**src/rtl/iloc_instruction_executor_macros.svh**
```systemverilog
// Assertion shorthands, clocked on i_clk and idle during reset.
`ifndef ILOC_INSTRUCTION_EXECUTOR_MACROS_SVH
`define ILOC_INSTRUCTION_EXECUTOR_MACROS_SVH

`define ILOC_ASSERT(lbl, prop, msg) \
    lbl: assert property (@(posedge i_clk) disable iff (!i_rst_n) prop) else $error(msg);

`define ILOC_ASSERT_NEXT(lbl, ante, cons, msg) \
    lbl: assert property (@(posedge i_clk) disable iff (!i_rst_n) ante |=> cons) else $error(msg);

`endif

```
**src/rtl/iloc_pkg.sv**
```systemverilog
package iloc_pkg;

    localparam logic [3:0] OP_ADD     = 4'd0;
    localparam logic [3:0] OP_SUB     = 4'd1;
    localparam logic [3:0] OP_MUL     = 4'd2;
    localparam logic [3:0] OP_ADDI    = 4'd3;
    localparam logic [3:0] OP_SUBI    = 4'd4;
    localparam logic [3:0] OP_MULTI   = 4'd5;
    localparam logic [3:0] OP_LSHIFT  = 4'd6;
    localparam logic [3:0] OP_RSHIFT  = 4'd7;
    localparam logic [3:0] OP_LOADI   = 4'd8;
    localparam logic [3:0] OP_LOAD    = 4'd9;
    localparam logic [3:0] OP_LOADAI  = 4'd10;
    localparam logic [3:0] OP_STORE   = 4'd11;
    localparam logic [3:0] OP_STOREAI = 4'd12;
    localparam logic [3:0] OP_OUT_IMM = 4'd13;
    localparam logic [3:0] OP_OUT_AI  = 4'd14;

    typedef struct packed {
        logic [3:0]  req_type;
        logic [5:0]  src_a_reg;
        logic [5:0]  src_b_reg;
        logic [5:0]  dest_reg;
        logic [30:0] imm_value;
    } t_in_beat;

    typedef struct packed {
        logic               has_output;
        logic signed [31:0] out_value;
        logic               status;
    } t_out_beat;

    typedef struct packed {
        t_in_beat req;
        logic     is_alu;
        logic     is_load;
        logic     is_store;
        logic     is_out;
        logic     base_a;
        logic     base_b;
        logic     use_off;
    } t_dec;

    typedef struct packed {
        logic valid;
        t_dec item;
    } t_q_head;

    typedef struct packed {
        logic pop;
        logic clearing;
    } t_q_ctl;

endpackage

```
**src/rtl/iloc_front.sv**
```systemverilog
module iloc_front (
    input  logic              i_clk,
    input  logic              i_rst_n,
    input  logic              i_in_valid,
    input  iloc_pkg::t_in_beat i_in_data,
    output logic              o_in_stall,
    input  iloc_pkg::t_q_ctl  i_ctl,
    output iloc_pkg::t_q_head o_head
);

    iloc_pkg::t_dec dec;
    iloc_pkg::t_dec r_slot [2];
    logic           r_wp;
    logic           r_rp;
    logic [1:0]     r_cnt;
    logic [1:0]     n_cnt;
    logic           push;

    always_comb begin
        dec          = '0;
        dec.req      = i_in_data;
        case (i_in_data.req_type) inside
            [iloc_pkg::OP_ADD:iloc_pkg::OP_LOADI]: dec.is_alu = 1'b1;
            iloc_pkg::OP_LOAD: begin
                dec.is_load = 1'b1;
                dec.base_a  = 1'b1;
            end
            iloc_pkg::OP_LOADAI: begin
                dec.is_load = 1'b1;
                dec.base_a  = 1'b1;
                dec.use_off = 1'b1;
            end
            iloc_pkg::OP_STORE: begin
                dec.is_store = 1'b1;
                dec.base_b   = 1'b1;
            end
            iloc_pkg::OP_STOREAI: begin
                dec.is_store = 1'b1;
                dec.base_b   = 1'b1;
                dec.use_off  = 1'b1;
            end
            iloc_pkg::OP_OUT_IMM: begin
                dec.is_out  = 1'b1;
                dec.use_off = 1'b1;
            end
            iloc_pkg::OP_OUT_AI: begin
                dec.is_out  = 1'b1;
                dec.base_a  = 1'b1;
                dec.use_off = 1'b1;
            end
            default: dec = dec;
        endcase
    end

    assign o_in_stall = (r_cnt == 2'd2) || i_ctl.clearing;
    assign push       = i_in_valid && !o_in_stall;
    assign n_cnt      = r_cnt + {1'b0, push} - {1'b0, i_ctl.pop};

    always_ff @(posedge i_clk) begin
        if (!i_rst_n) begin
            r_wp  <= 1'b0;
            r_rp  <= 1'b0;
            r_cnt <= 2'd0;
        end else begin
            r_cnt <= n_cnt;
            if (push) begin
                r_wp <= !r_wp;
            end
            if (i_ctl.pop) begin
                r_rp <= !r_rp;
            end
        end
    end

    always_ff @(posedge i_clk) begin
        if (push) begin
            r_slot[r_wp] <= dec;
        end
    end

    assign o_head.valid = (r_cnt != 2'd0);
    assign o_head.item  = r_slot[r_rp];

endmodule

```
**config.mk**
```make
export PLATFORM = sky130hd
export DESIGN_NAME = iloc_front
export DESIGN_NICKNAME = d
export VERILOG_FILES = /design/src/rtl/iloc_instruction_executor_macros.svh /design/src/rtl/iloc_pkg.sv /design/src/rtl/iloc_front.sv
export SDC_FILE = /design/constraint.sdc
export NUM_CORES = 1
export LEC_CHECK = 0
export BUFFER_PORTS_ARGS = -buffer_cell sky130_fd_sc_hd__buf_2
export CAP_MARGIN = 20
export CORE_ASPECT_RATIO = 1.4
export CORE_MARGIN = 2
export CORE_UTILIZATION = 45
export DETAILED_ROUTE_END_ITERATION = 8
export GPL_TIMING_DRIVEN = 1
export PLACE_DENSITY = 0.68
export SETUP_SLACK_MARGIN = 0.02
export SLEW_MARGIN = 40
export SYNTH_ARGS = -nofsm -noshare
export SYNTH_HDL_FRONTEND = slang
export SYNTH_SLANG_ARGS = --single-unit
```
**constraint.sdc**
```tcl
create_clock -name i_clk -period 9 [get_ports i_clk]
set_input_delay 0.9 -clock i_clk [delete_from_list [all_inputs] [get_ports i_clk]]
set_output_delay 0.9 -clock i_clk [all_outputs]
set_load 0.01 [all_outputs]
```
==> results of run 1 <==
==> logic make-up (layout without fill, tap and decap cells) <==
group           after synthesis  after routing  share of synthesized area, %
xor+xnor                      4              4                        0.7551
mux                          62             62                         15.77
buf+inv                      13            157                         1.833
flops                       123            123                         78.51
fa+ha+maj                     2              2                        0.5391
simple gates                 20             20                         2.265
compound gates                2              2                        0.3237
==> synth_stat cells (all sizes together) <==
cell type	n	area, um^2
nand3	1	5.000
or3	1	6.260
clkbuf	1	3.750
nand2b	2	12.51
nor2b	1	6.260
a21boi	1	7.510
edfxtp	118	3543
nand3b	1	7.510
mux2	59	701.9
dfxtp	5	100.1
mux2i	3	30.03
buf	9	70.06
ha	2	25.02
nand2	3	11.26
nor2	5	18.77
xnor2	2	17.52
and2	5	31.28
or2	1	6.260
o31ai	1	7.510
xor2	2	17.52
inv	3	11.26
==> cell type report <==
class                      count  area [um^2]
clock buffer                  17        425.4
fill                         775         3976
inverter                       3        11.26
timing repair buffer         122        625.6
sequential                   123         3645
tap                          135        168.9
multi-input combinational     90        927.1
clock inverter                15        173.9
==> worst reg2reg max path, cell delays in order, from the launching register on <==
cell and delay [ns]:
dfxtp_1 0.33, nand2b_1 0.14, nand3b_1 0.25, nor2_4 0.14, buf_4 0.63
==> where the power goes <==
part | internal [W] | switching (W) | total, W
combinational | 0.0000708 | 0.0000784 | 0.000149
clock | 0.000434 | 0.000239 | 0.000673
sequential | 0.000666 | 0.00000833 | 0.000674
==> metal layers <==
layer / wire [um] / share of wire (%) / vias to the layer above
li1: - / - / 1135
met1: 3044 / 37 / 1200
met2: 4431 / 54 / 76
met3: 451 / 5.5 / 19
met4: 213 / 2.6 / 0
met5: 0 / 0 / -
==> how the worst min path moves through the flow <==
stage                     endpoint  from  cells past startpoint  slack [ns]
after floorplan               r_wp  r_wp                      2        0.45
final                         r_wp  r_wp                      2        0.53
after global placement        r_wp  r_wp                      2        0.50
after global routing          r_wp  r_wp                      2        0.57
after detailed placement      r_wp  r_wp                      2        0.52
after CTS                     r_wp  r_wp                      2        0.53
==> cell usage in the layout (no fill, tap or decap), drive strengths merged, types with 3 or more instances in the layout <==
master / netlist / routed
inv: 3 / 5
buf: 9 / 122
nor2: 5 / 5
bufinv: 0 / 3
mux2: 59 / 59
dfxtp: 5 / 5
edfxtp: 118 / 118
nand2: 3 / 3
and2: 5 / 5
clkinv: 0 / 6
clkbuf: 1 / 17
clkinvlp: 0 / 4
mux2i: 3 / 3
==> flip-flops by register name, summed over array words and instances (netlist names), named ones only <==
name and cells:
r_cnt 2, r_rp 1, r_wp 1, r_slot 118
==> metrics by stage <==
| step | instance area, um^2 | cells | utilization (%) | total power, W | setup slack [ns] |
|---|---|---|---|---|---|
| 4_1_cts | 5969 | 505 | 59.97 | 0.001513 | 6.104 |
| 2_1_floorplan | 4641 | 226 | - | 0.0007795 | 4.907 |
| 3_5_place_dp | 5370 | 473 | 53.95 | 0.0008376 | 6.447 |
| 6_report | 5977 | 505 | 60.05 | 0.001496 | 6.322 |
| 5_1_grt | 5977 | 505 | 60.05 | 0.001554 | 6.230 |
| 3_3_place_gp | 5370 | 473 | 53.95 | 0.0008333 | 6.510 |
==> impl_metrics.ini, run 1 <==
[status]
status = complete, no violations

[cells_and_area]
syn_to_final_growth_pct = 28.79
final_nets = 417
drive_gt1_share_pct = 58.38
n_antenna_cell = 0

[sta]
finalSetupViolCount = 0
drv_slew = 0
finalCritPeriodShare_pct = 29.76
slew_headroom_pct = 47.44
hold_viol = 0
clock.fmax_mhz = 373.4
tightest_slew_ns = 0.7884
fin_crit_ns = 2.678
hold_ws_ns = 0.5261
finalClockSkew_ns = 0.005198
final.setup.tns_ns = 0
rsz0062_at_grt = false

[floorplanning]
rows = 43
fp.dieH_um = 124.2
dieArea_um2 = 11150
core-area_um2 = 9953
die_w_um = 89.83
ios = 120
start_util_pct = 46.62

[clock_tree]
cts_buffers = 17
clock_sinks = 123
htree_levels = 4
clk_pin_slew_ns = 0.06
clk_latency_ns = 0.40
postCtsSetupBuffers = 0
tritoncts = built
clockRootBuffer = clkbuf_16
cts_resized = 0
cts_hold_buf = 0
cts.path.max_buffers = 2

[drt]
first_pass_iters = 4
drt_iter0_markers = 202
wl_per_cell_um = 16.12
ant_nets = 0
num_vias = 2430
routed_wl_um = 8140
drc = 0
vias_per_cell = 4.812

[placed_design]
place_congestion = 0.6741
io_buffers = 119
dpl.hpwl_um = 5069

[pwr]
power.leakage_nw = 2.264
powerDensity_nw_per_um2 = 250.4
peakVddDrop_uv = 177.8

[logic_synthesis]
synth_cell_type_count = 25
ys_ff_latch = 123
ys_warn_count = 0
synth_area_um2 = 4641
synth_fp_nets = 286
ys_seq_area_share_pct = 78.51
synth_cells = 226
syn_avg_cell_area_um2 = 20.53

[grt]
met3_usage_pct = 5.868
grt_pass1_wl_um = 12530
grt_pass1_vias = 2536
antenna_found_initial = 0
globalRoute.busiestLayer = met2
grt_overflow_total = 0
grt_max_degree = 60
grt_util_met1_pct = 15.72
track_usage_pct = 15.22
grtUsageMet2_pct = 26.89

[critical_path]
cp-start-kind = flop
worstPathRequired_ns = 8.10
reg2reg_depth = 4
cp.arrival_ns = 1.78
regToRegStartpoint = r_cnt[0]
critical-path-top-delay-family = buffers and inverters
path_cells = buf_6 -> mux2_2 -> buf_2
regToRegSetupSlack_ns = 7.10
rr_endpoint = r_slot[0][9]
endpoint_kind = output pin
cp_slowest_cell = buf_6
cp-endpoint = o_head[44]
path_buf_inv = 2
critical_path_class = reg2out
crit_cells = 3
cpPeakStageDelay_ns = 0.48
worstPathMaxFanout = 59

[min_path]
worstHoldPathType = reg2reg

[run]
drv_cap = 0
Note: power is estimated with default switching activity, not from simulation.
==> run 2, diff against run 1 <==
Settings changed: PLACE_DENSITY 0.68 to 0.7.
Clock period 9 ns to 2.3 ns, I/O delays scaled along.
==> run 2 against run 1 <==
Net effect: die area unchanged; combinational power increased to 4.1 times the previous value; design area increased by 1.3%; utilization increased by 0.78 points; clock power increased to 3.6 times the previous value; via count decreased by 0.29%; sequential cell count unchanged; routed wire length decreased by 0.75%; count of clock-buffer cells in the layout increased by 3.
==> impl_metrics.ini, run 2 (synthesis results as in run 1) <==
[critical_path]
cp-start-kind = flop
worstPathMaxFanout = 50
worstPathRequired_ns = 2.07
critical_path_class = reg2out
cp.arrival_ns = 1.78
endpoint_kind = output pin

[clock_tree]
cts.path.max_buffers = 2
clk_pin_slew_ns = 0.05
cts_buffers = 17
clockRootBuffer = clkbuf_16
clk_latency_ns = 0.39
clock_sinks = 123
tritoncts = built
htree_levels = 4
postCtsSetupBuffers = 0

[placed_design]
io_buffers = 119
dpl.hpwl_um = 5265
placed_area_um2 = 5443
place_congestion = 0.6675

[grt]
grt_pass1_wl_um = 11870
track_usage_pct = 14.57
grt_overflow_total = 0
grt_pass1_vias = 2448
antenna_found_initial = 0
grt_max_degree = 51

[floorplanning]
die_w_um = 89.83
start_util_pct = 46.62
fp.dieH_um = 124.2
ios = 120
dieArea_um2 = 11150
rows = 43
core-area_um2 = 9953

[drt]
num_vias = 2423
drt_iter0_markers = 107
ant_nets = 0
routed_wl_um = 8079
wl_per_cell_um = 15.69
vias_per_cell = 4.705
first_pass_iters = 4
drc = 0

[pwr]
powerDensity_nw_per_um2 = 934.4
power.leakage_nw = 2.299
peakVddDrop_uv = 558.6
total_power_w = 0.005657

[cells_and_area]
drive_gt1_share_pct = 55.53
final_cell_mix = buf_2, edfxtp_1, mux2_2
registers.top_by_ff_count = r_slot
n_antenna_cell = 0
fin_area_um2 = 6055
syn_to_final_growth_pct = 30.47
largestRegisters = r_slot x118, r_cnt x2
final_common_cell = buf_2
final_nets = 427
largest_reg_flops = 118

[min_path]
worstHoldPathType = in2reg

[sta]
rsz0062_at_grt = false
finalCritPeriodShare_pct = 87.46
finalClockSkew_ns = 0.006680
fin_crit_ns = 2.012
drv_slew = 0
hold_viol = 0
slew_headroom_pct = 69.65
tightest_slew_ns = 0.4542
clock.fmax_mhz = 497.1
finalSetupViolCount = 0

[run]
drv_cap = 0

[status]
status = complete, no violations
## run 2: per-stage QoR
step / utilization (%) / cells / hold WS (ns) / setup TNS (ns) / setup slack (ns)
floorplan: - / 226 / 0.3289 / -35.33 / -0.2994
global route: 60.83 / 515 / 0.0001856 / 0 / 0.2283
finish: 60.83 / 515 / 0.02037 / 0 / 0.2885
detailed placement: 54.68 / 476 / 0.4214 / 0 / 0.4427
global placement: 54.68 / 476 / 0.4189 / 0 / 0.5520
CTS: 60.43 / 511 / 0.0005408 / 0 / 0.2580
## run 2: timing repair
item                                   CTS  global route
endpoints found under the hold margin    6             8
resized for setup                        0             0
hold buffers                             3             4
## run 2: layout make-up
class / instances / area, um^2
clock buffers: 20 / 436.7
clock inverters: 12 / 105.1
fillers: 736 / 3899
flip-flops and latches: 123 / 3645
multi-input cells: 90 / 927.1
well taps: 135 / 168.9
inverters: 3 / 11.26
repair buffers: 132 / 760.7
## run 2: worst paths after layout
path                 startpoint             to  slack [ns]  depth (start not counted)
hold / removal    i_in_data[42]  r_slot[1][49]        0.02                          1
setup / recovery           flop     o_head[42]        0.29                          3
hold reg to reg            r_wp           r_wp        0.53                          2
setup reg to reg       r_cnt[0]       r_cnt[1]        0.42                          8
## run 2: critical path: stages (launching register included)
cell	delay (ns)
dfxtp_2	0.48
buf_12	0.33
mux2_2	0.40
buf_2	0.14
## run 2: layer usage
metal  wire length (um)  GRT usage (%)  vias up  part of all wire (%)
met1               3026          14.30     1198                    37
li1                   -              -     1159                     -
met3                440          5.989        6                   5.4
met5                  0              0        -                     0
met4                 93          8.077        0                   1.2
met2               4519          26.28       60                    56
## run 2: power by group
group          internal (W)  leakage [nW]  switching (W)
combinational      0.000302         0.913       0.000309
clock               0.00156         0.263       0.000841
sequential          0.00261          1.12      0.0000385
total               0.00447          2.30        0.00119
==> run 3, diff against run 2 <==
Settings changed: PLACE_DENSITY 0.7 to 0.81.
==> run 3 against run 2 <==
Net effect: die area stayed put; combinational power is 3% lower; critical path depth stayed put; maximum frequency is 8.5% higher; register-to-register slack better by 0.04 ns; design area is 1.7% lower; hold slack hardly changed; non-clock buffer count is 7 lower; sequential share of layout area is 1.0 points higher; global-route usage is 0.30 points higher; count of clock-buffer cells in the layout is 2 higher; critical path type unchanged; largest cell class unchanged; highest routed layer is now met5.
==> impl_metrics.ini, run 3 (synthesis results as in run 1) <==
[status]
status = complete, no violations

[drt]
routed_wl_um = 8079
wl_per_cell_um = 15.90
num_vias = 2411
drc = 0
vias_per_cell = 4.746
first_pass_iters = 4
drt_iter0_markers = 135
ant_nets = 0

[critical_path]
worstPathRequired_ns = 2.07
critical-path-top-delay-family = buffers and inverters
regToRegSetupSlack_ns = 0.46
worstPathMaxFanout = 59
critical_path_class = reg2out
cp.arrival_ns = 1.62
cp-start-kind = flop
endpoint_kind = output pin
cp_slowest_cell = mux2_2
cpPeakStageDelay_ns = 0.40
path_cells = buf_12 -> mux2_2 -> buf_2
path_buf_inv = 2

[cells_and_area]
drive_gt1_share_pct = 56.84
final_common_cell = buf_2
utilization_pct = 59.80
final_cell_mix = buf_2, edfxtp_1, mux2_2
finalNonFillerCells = 508
largest_reg_flops = 118
syn_to_final_growth_pct = 28.26
final_nets = 420
n_antenna_cell = 0
registers.top_by_ff_count = r_slot
largestRegisters = r_slot x118, r_cnt x2

[clock_tree]
clock_sinks = 123
tritoncts = built
cts_buffers = 17
clockRootBuffer = clkbuf_16
clk_pin_slew_ns = 0.05
htree_levels = 4
cts.path.max_buffers = 2
clk_latency_ns = 0.40

[floorplanning]
dieArea_um2 = 11150
die_w_um = 89.83
rows = 43
ios = 120
fp.dieH_um = 124.2
core-area_um2 = 9953
start_util_pct = 46.62

[sta]
drv_slew = 0
setup_ws_ns = 0.4456
slew_headroom_pct = 67.90
fin_crit_ns = 1.854
hold_viol = 0
clock.fmax_mhz = 539.3
tightest_slew_ns = 0.4815
finalSetupViolCount = 0
rsz0062_at_grt = false
finalClockSkew_ns = 0.006222
finalCritPeriodShare_pct = 80.63

[placed_design]
place_ws_ns = 0.4484
io_buffers = 119
dpl.hpwl_um = 5302
place_congestion = 0.6794
dp.cells = 475

[pwr]
total_power_w = 0.005645
peakVddDrop_uv = 548.7
power.leakage_nw = 2.264
powerDensity_nw_per_um2 = 948.4

[grt]
grt_pass1_wl_um = 12140
track_usage_pct = 14.87
grt_overflow_total = 0
grt_pass1_vias = 2515
antenna_found_initial = 1
grt_max_degree = 60

[run]
drv_cap = 0

[min_path]
worstHoldPathType = in2reg
run 3: changes by cell type in the layout (fill, tap and decap cells not counted):
cell           before  now
buf_12              4    1
buf_4               2    4
clkinv_2            3    5
clkbuf_1            3    5
clkinv_1            6    2
dlygate4sd3_1       7    1
run 3: final timing paths:
check,startpoint,end,cells past startpoint
min,i_in_data[35],r_slot[0][42],1
max,flop,o_head[7],3
min reg2reg,r_wp,r_wp,2
max reg2reg,r_cnt[0],r_cnt[1],8
run 3: metal layers:
metal  vias up  wire length (um)  track usage [%]
met2        69              4693            27.46
met5         -                 7                0
met1      1188              2850            14.07
met3        10               381            5.505
li1       1142                 -                -
met4         2               146            9.135
run 3: report_power, final:
part / internal, W / switching, W
Combinational: 0.000285 / 0.000307
Sequential: 0.00261 / 0.0000354
Clock: 0.00157 / 0.000837
run 3: stage by stage:
stage          instance area (um^2)  hold WS [ns]  TNS, ns
6_report                       5952       0.02036        0
5_1_grt                        5952     0.0003979        0
4_1_cts                        5952     0.0001967        0
3_5_place_dp                   5398        0.4221        0
3_3_place_gp                   5398        0.4183        0
2_1_floorplan                  4646        0.3289   -35.33
run 3: area by class of cell:
type / count / area [um^2]
clock buffer: 22 / 444.2
clock inverter: 10 / 100.1
fill: 763 / 4001
inverter: 3 / 11.26
multi-input combinational: 90 / 927.1
sequential: 123 / 3645
tap: 135 / 168.9
timing repair buffer: 125 / 655.6
run 3: repair_timing:
action,4_1_cts,5_1_grt
gates resized for setup,0,0
endpoints found under the hold margin,2,0
setup buffers,0,0
hold buffers,1,0
